[src/rtl/slc_pkg.sv]
`timescale 1ns / 1ps
package slc_pkg;

	localparam int DEF_CHANNELS = 1024;
	localparam int FIFO_DEPTH   = 2;
	localparam int CH_W         = 10;
	localparam int GATE_W       = 24;
	localparam int HID_W        = 18;
	localparam int ST_W         = 40;

	localparam int DIV_NW = 56;
	localparam int DIV_DW = 48;
	localparam int DIV_QW = 41;

	localparam logic signed [GATE_W-1:0] IGATE_HI = 24'sd655360;
	localparam logic signed [GATE_W-1:0] IGATE_LO = -24'sd655360;
	localparam logic signed [25:0] EXP_HI = 26'sd5767168;
	localparam logic signed [25:0] EXP_LO = -26'sd5701632;
	localparam logic signed [17:0] LOG2E_HI = 18'sd47274;
	localparam logic signed [17:0] LOG2E_LO = 18'sd7573;
	localparam logic signed [18:0] POLY_C1 = 19'sd45426;
	localparam logic signed [18:0] POLY_C2 = 19'sd15743;
	localparam logic signed [18:0] POLY_C3 = 19'sd3657;
	localparam logic signed [18:0] ONE_Q16 = 19'sd65536;
	localparam logic [47:0] EXP_SAT = 48'h8000_0000_0000;
	localparam logic signed [ST_W-1:0] STATE_MAX = 40'sh7F_FFFF_FFFF;
	localparam logic signed [ST_W-1:0] STATE_MIN = 40'sh80_0000_0000;

	typedef struct packed {
		logic [CH_W-1:0]          channel;
		logic                     ch_ok;
		logic signed [GATE_W-1:0] ig;
		logic signed [GATE_W-1:0] fg_raw;
		logic signed [GATE_W-1:0] z_raw;
		logic signed [GATE_W-1:0] o_raw;
		logic                     last;
	} slc_item_t;

	typedef struct packed {
		logic signed [HID_W-1:0] hidden;
		logic [CH_W-1:0]         channel;
		logic                    last;
	} slc_res_t;

endpackage

[src/rtl/slc_fifo.sv]
`timescale 1ns / 1ps
module slc_fifo
	import slc_pkg::*;
#(
	parameter type T = logic,
	parameter int DEPTH = FIFO_DEPTH
) (
	input  logic clk,
	input  logic arst_n,
	input  logic push,
	input  T     wdata,
	output logic full,
	input  logic pop,
	output T     rdata,
	output logic empty
);
	localparam int PW = (DEPTH > 1) ? $clog2(DEPTH) : 1;
	localparam int NW = $clog2(DEPTH + 1);

	T mem_q [DEPTH];
	logic [PW-1:0] wp_q, rp_q;
	logic [NW-1:0] cnt_q;
	logic do_push, do_pop;

	assign full    = cnt_q == NW'(DEPTH);
	assign empty   = cnt_q == '0;
	assign do_push = push & ~full;
	assign do_pop  = pop & ~empty;
	assign rdata   = mem_q[rp_q];

	always_ff @(posedge clk or negedge arst_n) begin
		if (!arst_n) begin
			wp_q  <= '0;
			rp_q  <= '0;
			cnt_q <= '0;
		end else begin
			if (do_push) begin
				wp_q <= (wp_q == PW'(DEPTH - 1)) ? '0 : wp_q + 1'b1;
			end
			if (do_pop) begin
				rp_q <= (rp_q == PW'(DEPTH - 1)) ? '0 : rp_q + 1'b1;
			end
			if (do_push && !do_pop) begin
				cnt_q <= cnt_q + 1'b1;
			end else if (do_pop && !do_push) begin
				cnt_q <= cnt_q - 1'b1;
			end
		end
	end

	always_ff @(posedge clk) begin
		if (do_push) begin
			mem_q[wp_q] <= wdata;
		end
	end
endmodule

[config.mk]
export PLATFORM = sky130hd
export DESIGN_NAME = slc_fifo
export DESIGN_NICKNAME = d
export VERILOG_FILES = /design/src/rtl/slc_pkg.sv /design/src/rtl/slc_fifo.sv
export SDC_FILE = /design/constraint.sdc
export NUM_CORES = 1
export LEC_CHECK = 0
export ABC_AREA = 1
export BUFFER_PORTS_ARGS = -buffer_cell sky130_fd_sc_hd__buf_2
export CORE_AREA = 2 2 39 41
export DETAILED_ROUTE_END_ITERATION = 7
export DIE_AREA = 0 0 41 43
export PLACE_DENSITY_LB_ADDON = 0.12
export SLEW_MARGIN = 40
export SYNTH_ARGS = -nofsm -noshare
export SYNTH_HDL_FRONTEND = slang
export SYNTH_SLANG_ARGS = --single-unit
[constraint.sdc]
create_clock -name clk -period 2.76 [get_ports clk]
set_input_delay 0 -clock clk [delete_from_list [all_inputs] [get_ports clk]]
set_output_delay 0 -clock clk [all_outputs]
set_load 0.02 [all_outputs]
# Word level (Yosys, flattened, before mapping)
# Memories as Yosys holds them, arrays and structs flattened.
# Cells that the tools add are included.
# word_totals
latchBits	0
mem_bits_rw	2
n_memories	1
rom_bits	0
out_inout_bits	3
ff_bits	4
wordCells	25
input_bits	5
# op_classes
n_eq_ne	1
n_bitwise	4
muxes	6
n_div	0
mul	0
reduce_logical	6
shift	0
order_cmp	0
addsub	4
# mem_list
name	depth	word_bits	rd	rd_ports_with_merged_regs	wr	line	source
mem_q	2	1	1	0	1	slc_fifo.sv:20	T mem_q [DEPTH];
# ops
cell	count
1-bit two-way mux	4
2-bit two-way mux	2
1-bit adder, second input constant	2
2-bit by 1-bit adder with 2-bit output, second input constant	1
1-bit AND	2
2-bit equality test, second input constant	1
1-bit logical AND	2
1-bit zero test	2
2-bit zero test	1
1-bit inverter	2
2-bit nonzero test	1
2-bit by 1-bit subtractor with 2-bit output, second input constant	1

# Logic depth before layout (Yosys ltp)
# logic_depth
ltp_word	7
ltp_mapped	9
ltp_nobuf	9

# Worst setup path before layout
# Ideal clock, no wire load.
# synth_path
kind	reg-to-reg
startpoint	register cnt_q[0]
endpoint	register cnt_q[1]
slack_ns	1.361
path_stages_with_launch	8
required_time_ns	2.643
arrival_time_ns	1.282
synth_period_minus_slack_ns	1.399
n_path_buf	0
cell_sequence	dfrtp_1 nor2_2 nor2_2 ha_1 inv_1 nand3_1 nand2_1 nand2_1
# synth_between
elab_chain_cells	6
# synth_lines
element	line	source
start, declared	slc_fifo.sv:22	logic [NW-1:0] cnt_q;
start signal, assigned	slc_fifo.sv:44	cnt_q <= cnt_q + 1'b1;
start signal, assigned	slc_fifo.sv:46	cnt_q <= cnt_q - 1'b1;
2-bit equality test (*)	slc_fifo.sv:25	assign full = cnt_q == NW'(DEPTH);
via full	slc_fifo.sv:12	output logic full,
1-bit inverter (*)	slc_fifo.sv:27	assign do_push = push & ~full;
1-bit AND (*)	slc_fifo.sv:27	
1-bit zero test	slc_fifo.sv:45	end else if (do_pop && !do_push) begin
1-bit logical AND	slc_fifo.sv:45	
2-bit nonzero test (no line)	--	
# Mark *: on every way through the listed nets, which the timed path passes. The rest lies on a longest branch. The select of a mux whose other input is x is not followed.
# A chain may end at the register's enable or synchronous reset.

# Worst setup path in the final report
# layout_path
startpoint	register cnt_q[0]
endpoint	register cnt_q[1]
# layout_between
elab_chain_cells	6
# layout_lines
element	line
2-bit equality test / 2-bit zero test (equally long branches)	slc_fifo.sv:25, slc_fifo.sv:26
1-bit inverter, on equally long branches	slc_fifo.sv:27, slc_fifo.sv:28
1-bit AND, on equally long branches	slc_fifo.sv:27, slc_fifo.sv:28
1-bit zero test, on equally long branches	slc_fifo.sv:45, slc_fifo.sv:43
1-bit logical AND, on equally long branches	slc_fifo.sv:45, slc_fifo.sv:43
2-bit nonzero test (no line) / 2-bit two-way mux (equally long branches)	--
# Several ways; a longest one is shown, not always the timed one. The select of a mux whose other input is x is not followed.

==> impl_metrics.toml <==
[global_route]
grt_usage_pct = 7.59
grt.busiest_layer = "met1"
vias_in_the_first_global_route = 222
globalRouteOverflowTotal = 0
grt_first_pass_wirelength_um = 855
grt_max_degree = 8
globalRouteMet3Util_pct = 3.14
number_of_antenna_violations_at_the_first_check_in_global_routing = 0
global_route.usage.met2_pct = 9.06
grt_util_met1_pct = 10.2

[synthesis]
synthDominantAreaCellType = "sky130_fd_sc_hd__dfrtp_1"
syn-cell-area_um2 = 305
synth_area_leaders = "sky130_fd_sc_hd__dfrtp_1 (33%), sky130_fd_sc_hd__edfxtp_1 (20%), sky130_fd_sc_hd__nand2_1 (15%), sky130_fd_sc_hd__inv_1 (9.8%), sky130_fd_sc_hd__ha_1 (4.1%)"
postSynthAreaPerCell_um2 = 8.25
net_count_after_synthesis = 43
synth.top_cell.area_share_pct = 32.8
synth_cell_types = 12
syn-instance-count = 37
ys_seq_area_share_pct = 52.5
synth.ff_latch_count = 6
synth_warnings = 0

[floorplan]
row_count = 14
floorplan.io_pins = 8
chipWidth_um = 41
core_area_um2 = 1380
die_height_um = 43
floorplan.die_area_um2 = 1760
initial_util_pct = 22.1

[clock_network]
cts_resized = 0
cts_root_buffer = "sky130_fd_sc_hd__clkbuf_4"
clock_tree.buffer_depth = 2
tritoncts = "done"
clkSinkCount = 6
worstSkewPairLatency_ps = 240
clkTransAtPathRegs_ps = 40
post_cts.repair.setup_buffers = 0
number_of_buffers_created_by_cts = 3
htreeDepth = 1

[routing]
drc_violation_count_after_routing = 0
viasPerCell = 3.82
vias = 252
drt_pass1_iterations = 2
drtAntennaViolNets = 0
drt_initial_violations = 1
wl_per_cell_um = 8.17
totalWireLength_um = 539

[sta]
setup_viol = 0
finalCritPeriodShare_pct = 51.3
post-route-min-period_ps = 1420
max_clock_freq_ghz = 0.706
fin_ws_ps = 1340
setup-tns-final_ps = 0
grt_setup_unrepaired = "false"
timing.slew.headroom_pct = 80.3
worst_pin_slew_ps = 292
timing_hold_violations_final = 0
slew_viol_final = 0
clock_skew_ps = 7.23

[finish]
syn2layout_area_growth_pct = 33.2
layout.cell_area.non_filler_um2 = 407
multi_input_comb_area_um2 = 115
sequential_cell_area_um2 = 160
total_number_of_nets_in_the_final_design = 57
antenna_cells_inserted = 0
post_route_cells_drive_above_1_share_pct = 24.0
num-fill-cells = 154
final_core_util_pct = 29.4
post_route_insts_no_fill = 66

[placement]
portBuffers = 7
numPlacedInstances = 60
gp_congestion = 0.738
placed_cell_area_um2 = 360
dp_worst_setup_slack_ps = 1320

[critical_path]
cpMaxStageDelayCell = "sky130_fd_sc_hd__dfrtp_1"
startpoint_type = "flip-flop"
worstPathRequired_ps = 2890
cp.arrival_ps = 1540
worst_setup_path_end_kind = "flip-flop"
worstPathCellList = "o21ai_0, ha_1, inv_1, nand3_1, nand2_1, nand2_1"
max_stage_delay_ps = 450
worst-path-buf-inv = 1
crit_type = "reg2reg"
critPathMaxFanout = 7
critical-path-top-cell-by-count = "sky130_fd_sc_hd__nand2_1"
gate_family_responsible_for_the_most_delay_along_the_worst_path = "flip-flops"

[worst_hold_path]
min_path_type = "in2reg"

[run_status]
status = "finished, final reports clean"

[power_and_ir_drop]
cellLeakagePower_nw = 0.221
total_power_divided_by_cell_area_nw_per_um2 = 1090
highest_ir_drop_seen_on_vdd_uv = 413

[flow_run]
maxCapViolCount = 0
==> cell type report <==
class,count,share of cell area [%]
Timing Repair Buffer,9,13.5
Multi-Input combinational cell,23,28.3
Clock buffer,4,6.46
Tap cell,16,4.92
Inverter,8,7.38
Sequential cell,6,39.4
==> kinds of logic after synthesis <==
| group | share of synthesized area (%) |
|---|---|
| AND/OR/NAND/NOR | 27.5 |
| adder cells (fa/ha/maj) | 4.10 |
| flip-flops | 52.5 |
| AO/OA/AOI/OAI | 3.28 |
| XOR/XNOR | 2.87 |
| buffers and inverters | 9.84 |
==> metal layers <==
layer	part of all wire, %	wire length [um]
met5	0	0
met4	0	0
met3	9.5	51
met2	42	227
met1	48	260
==> final timing paths <==
kind	startpoint	endpoint	slack, ps	cells after the start
max	cnt_q[0]	cnt_q[1]	1340	6
min	pop	rp_q	10	3
max reg2reg	cnt_q[0]	cnt_q[1]	1340	6
min reg2reg	wp_q	wp_q	490	2
max in group asynchronous	arst_n	cnt_q[0]	2540	2
min in group asynchronous	arst_n	wp_q	90	2
==> sequential cells by signal (all words and copies together) (netlist names) <==
register,count
cnt_q,2
mem_q,2
rp_q,1
wp_q,1
==> synthesized netlist by cell type, drive strengths merged <==
library cell,n
nand4,1
dfrtp,4
xnor2,1
nand3,1
o21ai,2
nand3b,1
nand2,12
ha,1
nor2,4
edfxtp,2
inv,8
==> per-stage QoR <==
stage	power [mW]	hold WS, ps
floorplan	0.306	-296
global placement	0.352	-187
detailed placement	0.357	-185
CTS	0.449	10.7
global route	0.485	19.5
finish	0.443	11.7
==> what timing repair did <==
item | in CTS | in global routing
endpoints found under the hold margin | 6 | 0
hold buffers | 2 | 0
setup endpoints to repair | 0 | 0
==> tightest hold or removal path: stages <==
cell                       delay (ps)
sky130_fd_sc_hd__buf_2             80
sky130_fd_sc_hd__nand3b_1          70
sky130_fd_sc_hd__nand2_1           60
==> cells in the final DEF (no fill, tap or decap), drive strengths merged <==
cell and n:
inv 8, nor2 4, o21ai 2, clkbuf 4, nand2 12, buf 7, dlygate4sd3 2, dfrtp 4
nand3b 1, xnor2 1, nand3 1, ha 1, edfxtp 2, nand4 1
==> power breakdown <==
part | leakage (nW) | internal, mW | total (mW) | switching (mW)
sequential | 0.0665 | 0.132 | 0.165 | 0.0329
clock | 0.0150 | 0.0548 | 0.0867 | 0.0319
combinational | 0.139 | 0.0752 | 0.192 | 0.116
No activity file was read; power rests on OpenSTA's default activity.
