## src/rtl/slc_pkg.sv

```systemverilog
`timescale 1ns / 1ps
package slc_pkg;

	localparam int DEF_CHANNELS = 1024;
	localparam int FIFO_DEPTH   = 2;
	localparam int CH_W         = 10;
	localparam int GATE_W       = 24;
	localparam int HID_W        = 18;
	localparam int ST_W         = 40;

	localparam int DIV_NW = 56;
	localparam int DIV_DW = 48;
	localparam int DIV_QW = 41;

	localparam logic signed [GATE_W-1:0] IGATE_HI = 24'sd655360;
	localparam logic signed [GATE_W-1:0] IGATE_LO = -24'sd655360;
	localparam logic signed [25:0] EXP_HI = 26'sd5767168;
	localparam logic signed [25:0] EXP_LO = -26'sd5701632;
	localparam logic signed [17:0] LOG2E_HI = 18'sd47274;
	localparam logic signed [17:0] LOG2E_LO = 18'sd7573;
	localparam logic signed [18:0] POLY_C1 = 19'sd45426;
	localparam logic signed [18:0] POLY_C2 = 19'sd15743;
	localparam logic signed [18:0] POLY_C3 = 19'sd3657;
	localparam logic signed [18:0] ONE_Q16 = 19'sd65536;
	localparam logic [47:0] EXP_SAT = 48'h8000_0000_0000;
	localparam logic signed [ST_W-1:0] STATE_MAX = 40'sh7F_FFFF_FFFF;
	localparam logic signed [ST_W-1:0] STATE_MIN = 40'sh80_0000_0000;

	typedef struct packed {
		logic [CH_W-1:0]          channel;
		logic                     ch_ok;
		logic signed [GATE_W-1:0] ig;
		logic signed [GATE_W-1:0] fg_raw;
		logic signed [GATE_W-1:0] z_raw;
		logic signed [GATE_W-1:0] o_raw;
		logic                     last;
	} slc_item_t;

	typedef struct packed {
		logic signed [HID_W-1:0] hidden;
		logic [CH_W-1:0]         channel;
		logic                    last;
	} slc_res_t;

endpackage

```

## src/rtl/slc_fifo.sv

```systemverilog
`timescale 1ns / 1ps
module slc_fifo
	import slc_pkg::*;
#(
	parameter type T = logic,
	parameter int DEPTH = FIFO_DEPTH
) (
	input  logic clk,
	input  logic arst_n,
	input  logic push,
	input  T     wdata,
	output logic full,
	input  logic pop,
	output T     rdata,
	output logic empty
);
	localparam int PW = (DEPTH > 1) ? $clog2(DEPTH) : 1;
	localparam int NW = $clog2(DEPTH + 1);

	T mem_q [DEPTH];
	logic [PW-1:0] wp_q, rp_q;
	logic [NW-1:0] cnt_q;
	logic do_push, do_pop;

	assign full    = cnt_q == NW'(DEPTH);
	assign empty   = cnt_q == '0;
	assign do_push = push & ~full;
	assign do_pop  = pop & ~empty;
	assign rdata   = mem_q[rp_q];

	always_ff @(posedge clk or negedge arst_n) begin
		if (!arst_n) begin
			wp_q  <= '0;
			rp_q  <= '0;
			cnt_q <= '0;
		end else begin
			if (do_push) begin
				wp_q <= (wp_q == PW'(DEPTH - 1)) ? '0 : wp_q + 1'b1;
			end
			if (do_pop) begin
				rp_q <= (rp_q == PW'(DEPTH - 1)) ? '0 : rp_q + 1'b1;
			end
			if (do_push && !do_pop) begin
				cnt_q <= cnt_q + 1'b1;
			end else if (do_pop && !do_push) begin
				cnt_q <= cnt_q - 1'b1;
			end
		end
	end

	always_ff @(posedge clk) begin
		if (do_push) begin
			mem_q[wp_q] <= wdata;
		end
	end
endmodule

```

## src/rtl/slc_front.sv

```systemverilog
`timescale 1ns / 1ps
module slc_front
	import slc_pkg::*;
#(
	parameter int CHANNELS = DEF_CHANNELS
) (
	input  logic                     clk,
	input  logic                     arst_n,
	input  logic                     push,
	output logic                     full,
	input  logic [CH_W-1:0]          channel,
	input  logic signed [GATE_W-1:0] input_gate_raw,
	input  logic signed [GATE_W-1:0] forget_gate_raw,
	input  logic signed [GATE_W-1:0] cell_input_raw,
	input  logic signed [GATE_W-1:0] output_gate_raw,
	input  logic                     last_step,
	input  logic                     clearing,
	input  logic                     q_pop,
	output slc_item_t                q_head,
	output logic                     q_empty
);
	slc_item_t item;
	logic q_full;

	always_comb begin
		item.channel = channel;
		item.ch_ok   = int'(channel) < CHANNELS;
		if (input_gate_raw < IGATE_LO) begin
			item.ig = IGATE_LO;
		end else if (input_gate_raw > IGATE_HI) begin
			item.ig = IGATE_HI;
		end else begin
			item.ig = input_gate_raw;
		end
		item.fg_raw = forget_gate_raw;
		item.z_raw  = cell_input_raw;
		item.o_raw  = output_gate_raw;
		item.last   = last_step;
	end

	// hold off transactions while state memory is cleared
	assign full = q_full | clearing;

	slc_fifo #(
		.T(slc_item_t),
		.DEPTH(FIFO_DEPTH)
	) u_q (
		.clk(clk),
		.arst_n(arst_n),
		.push(push & ~full),
		.wdata(item),
		.full(q_full),
		.pop(q_pop),
		.rdata(q_head),
		.empty(q_empty)
	);
endmodule

```

## config.mk

```make
export PLATFORM = sky130hd
export DESIGN_NAME = slc_front
export DESIGN_NICKNAME = d
export VERILOG_FILES = /design/src/rtl/slc_pkg.sv /design/src/rtl/slc_fifo.sv /design/src/rtl/slc_front.sv
export SDC_FILE = /design/constraint.sdc
export NUM_CORES = 1
export LEC_CHECK = 0
export ABC_AREA = 0
export BUFFER_PORTS_ARGS = -buffer_cell sky130_fd_sc_hd__buf_2
export CAP_MARGIN = 0
export CELL_PAD_IN_SITES_DETAIL_PLACEMENT = 1
export CELL_PAD_IN_SITES_GLOBAL_PLACEMENT = 1
export CORE_MARGIN = 3
export CORE_UTILIZATION = 40
export CTS_CLUSTER_SIZE = 30
export DETAILED_ROUTE_END_ITERATION = 6
export GPL_TIMING_DRIVEN = 0
export PLACE_DENSITY = 0.77
export SETUP_SLACK_MARGIN = 0.4
export SKIP_LAST_GASP = 1
export SLEW_MARGIN = 5
export SYNTH_ARGS = -nofsm -noshare
export SYNTH_HDL_FRONTEND = slang
export SYNTH_HIERARCHICAL = 1
export SYNTH_SLANG_ARGS = --single-unit
```

## constraint.sdc

```tcl
create_clock -name clk -period 6.35 [get_ports clk]
set_input_delay 0.3175 -clock clk [delete_from_list [all_inputs] [get_ports clk]]
set_output_delay 0.3175 -clock clk [all_outputs]
set_load 0.01 [all_outputs]
```

[Yosys cells after proc, flatten, opt, wreduce, memory -nomap -nowiden]
Memories as Yosys holds them, arrays and structs flattened.
Index checks and enable logic that the tools add are counted.
Word-level totals
  bits in registers: 4
  bits in latches: 0
  memory bits (writable): 214
  ROM bits: 0
  logic and storage cells: 32
  memories kept: 1
Cells by class
  add/sub/neg operators: 4
  $mul: 0
  div/mod/pow operators: 0
  magnitude comparators: 2
  equality and inequality tests: 1
  shift-type cells: 0
  multiplexer cells: 8
  bitwise gates (word level): 7
  reductions and logical operators: 6
Memories
  u_q.mem_q: words 2, width 107, rd ports 1, clocked after memory_dff 0, wr ports 1, line slc_fifo.sv:20  | T mem_q [DEPTH];
Operators by type and width (count)
  $mux 24: 2
  $gt 24x21->1 const B: 1
  $lt 24x21->1 const B: 1
  $mux 1: 4
  $mux 2: 2
  $and 1x1->1: 3
  $not 1->1: 3
  $add 1x1->1 const B: 2
  $add 2x1->2 const B: 1
  $eq 2x2->1 const B: 1
  $logic_and 1x1->1: 2
  $logic_not 1->1: 2
  $logic_not 2->1: 1
  $reduce_bool 2->1: 1
  $sub 2x1->2 const B: 1
  $or 1x1->1: 1

[Depth between registers and ports, before layout]
  word-level depth: 9
  mapped depth: 10
  gate-level depth less buffers: 10

[Hierarchy]
The synthesis kept the hierarchy.
Modules (own cells, without submodules)
  slc_fifo: instances 1, cells each 355, area each 8015.2 sq um
  slc_front: instances 1, cells each 48, area each 296.5 sq um

[Least setup slack after synthesis]
Ideal clock, no wire load.
  kind: reg2reg
  start point: reg u_q.cnt_q[0]
  end point: mem u_q/mem_q[0][0] in the netlist's numbering (enable)
  library setup time: 0.576 ns
  arrival: 5.589 ns
  path slack: 0.185 ns
  cell stages (with the launch flop): 7
  clock period less this slack: 6.165 ns
  path through: dfrtp_1 nand2b_1 inv_1 or2_2 nor2_1 nand2_1 nor2_1
On the way
  longest elaborated chain between the ends: 7
  elaborated cells between the ends (all ways): 8
  those cells by class: eq/ne (1); mux (2); bitwise (5)
RTL lines
  start, declared: line slc_fifo.sv:22  | logic [NW-1:0] cnt_q;
  start signal, assigned: line slc_fifo.sv:44  | cnt_q <= cnt_q + 1'b1;
  start signal, assigned: line slc_fifo.sv:46  | cnt_q <= cnt_q - 1'b1;
  $eq 2x2->1: line slc_fifo.sv:25  | assign full = cnt_q == NW'(DEPTH);
  via q_full: line slc_front.sv:23  | logic q_full;
  $or 1x1->1: line slc_front.sv:42  | assign full = q_full | clearing;
  via full: line slc_front.sv:10  | output logic full,
  $not 1->1: line slc_front.sv:50  | .push(push & ~full),
  $and 1x1->1: line slc_front.sv:50
  $and 1x1->1: line slc_fifo.sv:27  | assign do_push = push & ~full;
  $mux 1: line slc_fifo.sv:52  | if (do_push) begin
  $mux 1 (implied by the code): line slc_fifo.sv:53  | mem_q[wp_q] <= wdata;
  end, declared: line slc_fifo.sv:20
The timed path passes the listed nets, and every way through them passes these cells.

[Worst setup path in the final report]
  start point: reg u_q.cnt_q[0]
  end point: mem u_q/mem_q[0][6] in the netlist's numbering (enable)
On the way
  longest elaborated chain between the ends: 7
  elaborated cells between the ends (all ways): 8
  those cells by class: eq/ne (1); mux (2); bitwise (5)
RTL lines (line)
  $eq 2x2->1 *: slc_fifo.sv:25
  via q_full: slc_front.sv:23
  $or 1x1->1: slc_front.sv:42
  $not 1->1: slc_front.sv:50
  $and 1x1->1: slc_front.sv:50
  $and 1x1->1 *: slc_fifo.sv:27
  $mux 1 *: slc_fifo.sv:52
  $mux 1 (implied by the code) *: slc_fifo.sv:53
The timed path passes the listed nets; every way through them passes the cells marked *.

==> results.json <==
{
  "outcome": "complete, no violations",
  "io_pins": 222,
  "cp.required_ns": 6.54,
  "final_antenna_net_count": 0,
  "grt_start_max_net_pins": 64,
  "yosys_warnings": 6,
  "antenna_found_initial": 0,
  "cp-end-kind": "flip-flop",
  "coreArea_mm2": 0.0203,
  "slew_headroom": 0.426,
  "dp.final_hpwl_um": 12300,
  "grt_pass1_vias": 5330,
  "p_leak_nw": 4.26,
  "cts_tree": "done",
  "clk_pin_slew_ns": 0.06,
  "netlist_area_mm2": 0.00831,
  "drive_gt1_frac": 0.513,
  "htree_levels": 1,
  "syn2layout_area_growth_pct": 35.4,
  "final_nets": 840,
  "fin_crit_ns": 2.77,
  "grt-ovfl-total": 0,
  "cts_sinks": 220,
  "startpoint_type": "flip-flop",
  "vias": 4770,
  "grt_pass1_wl_um": 28800,
  "antennaDiodeCount": 0,
  "period_share": 0.437,
  "numCtsBuffers": 23,
  "row_count": 52,
  "firstDrtPassIters": 4,
  "timing.fmax_ghz": 0.360,
  "hold_viol": 0,
  "drv_cap": 0,
  "portBuffers": 221,
  "setup_violations": 0,
  "wl_um": 19300,
  "peakVddDrop_mv": 0.198,
  "tns_ns": 0,
  "dieArea_mm2": 0.0225,
  "ys_ff_latch": 220,
  "crit_fanout": 30,
  "cp.arrival_ns": 2.96,
  "worstSetupPathType": "reg -> reg",
  "cts-root-buf": "clkbuf_16",
  "start_util": 0.409,
  "slew_violations": 0,
  "synth-seq-area-share": 0.792,
  "clock_path_buffers": 3,
  "tightest_slew_ns": 0.860,
  "die_w_um": 150,
  "syn_avg_cell_area_um2": 20.6,
  "detail_route.vias_per_cell": 4.73,
  "gp_congestion": 0.758,
  "grt_setup_unrepaired": "false",
  "synth.distinct_cells": 29,
  "finish.utilization": 0.554,
  "synthCells": 403,
  "p_per_area_mw_per_mm2": 384,
  "hold_path.class": "in -> reg",
  "drc": 0,
  "clk_latency_ns": 0.49,
  "gr-usage-all-layers": 0.164,
  "finalClockSkew_ns": 0.0106,
  "wl_per_cell_um": 19.2,
  "drtIter0Drc": 168,
  "fp.dieH_um": 150
}
==> layout make-up <==
class	count	area, um^2
repair buffers	298	1920
plain buffers	17	105
fillers	1947	9050
well taps	270	338
clock inverters	7	61.3
multi-input cells	162	1620
flip-flops and latches	220	6590
inverters	5	18.8
clock buffers	30	602
==> synthesized netlist by cell type (all sizes together) <==
| library cell | count | area [um^2] |
|---|---|---|
| a21oi | 3 | 15.0 |
| buf | 13 | 90.1 |
| nor4 | 3 | 18.8 |
| nand2b | 2 | 12.5 |
| and3 | 1 | 6.26 |
| o221ai | 1 | 26.3 |
| dfrtp | 4 | 100 |
| nor2 | 5 | 18.8 |
| nand4 | 1 | 6.26 |
| nand4b | 1 | 8.76 |
| nand2 | 1 | 3.75 |
| and2 | 17 | 106 |
| ha | 1 | 12.5 |
| nand3 | 2 | 10.0 |
| nor3 | 2 | 10.0 |
| or2 | 1 | 6.26 |
| o21bai | 1 | 7.51 |
| xnor2 | 3 | 26.3 |
| mux2 | 108 | 1250 |
| inv | 5 | 18.8 |
| o21ai | 3 | 15.0 |
| conb | 1 | 3.75 |
| edfxtp | 216 | 6490 |
| xor2 | 2 | 17.5 |
| nor2b | 1 | 6.26 |
| clkbuf | 4 | 15.0 |
| nor4bb | 1 | 10.0 |
==> timing repair <==
action / 4_1_cts / 5_1_grt
hold endpoints to repair: 139 / 6
buffers inserted: 0 / 0
gates resized for setup: 0 / 0
hold buffers: 70 / 3
==> registers in the layout, indices dropped and copies added, names as in the netlist <==
signal / cells
u_q/mem_q: 216
u_q/wp_q: 1
u_q/cnt_q: 2
u_q/rp_q: 1
==> layer usage <==
metal	track usage	up-vias	share of wire
met5	0	-	0
met4	0.0430	0	0.020
met3	0.0424	34	0.069
met2	0.310	170	0.54
met1	0.183	2357	0.37
li1	-	2209	-
==> layout by cell type (no fill, tap or decap), types with 2 or more instances in the layout <==
cell type,netlist,routed
nand2b_1,2,2
mux2_2,98,98
nor3_1,2,2
clkinv_2,0,4
buf_12,0,3
edfxtp_1,216,216
xnor2_1,3,3
xor2_1,2,2
nand3_1,2,2
clkbuf_1,4,11
inv_1,5,5
dlygate4sd3_1,0,73
buf_6,4,4
buf_2,9,230
o21ai_0,3,3
and2_1,17,17
mux2_4,10,10
nor4_1,3,3
clkbuf_16,0,23
a21oi_1,3,3
nor2_1,5,4
conb_1,1,2
dfrtp_1,4,4
==> report_power, final <==
group | total (W) | internal, W | switching, W
logic | 0.00125 | 0.000600 | 0.000653
registers | 0.00186 | 0.00181 | 0.0000531
clock network | 0.00121 | 0.000702 | 0.000505
==> critical path: stages (launching register included) <==
cell and delay, ns:
dfrtp_1 0.43, nand2b_1 0.18, inv_1 0.04, or2_2 0.28
nor2_1 0.15, nand2_1 0.16, nor2_4 0.68, buf_12 0.28
buf_12 0.23
==> cell families (layout without fill, tap and decap cells) <==
group / count (synthesis) / count (layout) / synth area share
xor+xnor: 5 / 5 / 0.00527
other cells: 1 / 2 / 0.000451
compound gates: 8 / 8 / 0.00768
buf+inv: 22 / 357 / 0.0149
simple gates: 38 / 38 / 0.0269
flops: 220 / 220 / 0.792
fa+ha+maj: 1 / 1 / 0.00151
mux: 108 / 108 / 0.151
==> per-stage QoR <==
stage	hold slack (ns)	worst slack, ns	instance area [um^2]	power (W)	instances
6_report	0.0202	3.58	11300	0.00432	1009
5_1_grt	0.00210	3.36	11300	0.00453	1009
4_1_cts	0.00102	3.57	11200	0.00437	1006
3_5_place_dp	0.134	3.58	9860	0.00311	899
3_3_place_gp	0.128	0.602	9760	0.00307	895
2_1_floorplan	0.0219	2.00	8320	0.00264	404
==> final timing paths <==
path                                           from  cells after the start  slack, ns                    endpoint
setup / recovery           u_q/cnt_q[0]$_DFFE_PN0P_                      8       3.58   u_q/mem_q[0][6]$_DFFE_PP_
setup reg to reg           u_q/cnt_q[0]$_DFFE_PN0P_                      8       3.58   u_q/mem_q[0][6]$_DFFE_PP_
hold / removal                  forget_gate_raw[23]                      1       0.02  u_q/mem_q[1][72]$_DFFE_PP_
hold reg to reg            u_q/cnt_q[1]$_DFFE_PN0P_                      1       0.53    u_q/cnt_q[1]$_DFFE_PN0P_
min in group asynchronous                    arst_n                      2       0.15        u_q/rp_q$_DFFE_PN0P_
max in group asynchronous                    arst_n                      2       6.08    u_q/cnt_q[1]$_DFFE_PN0P_
Power figures use the tool's default switching activity.
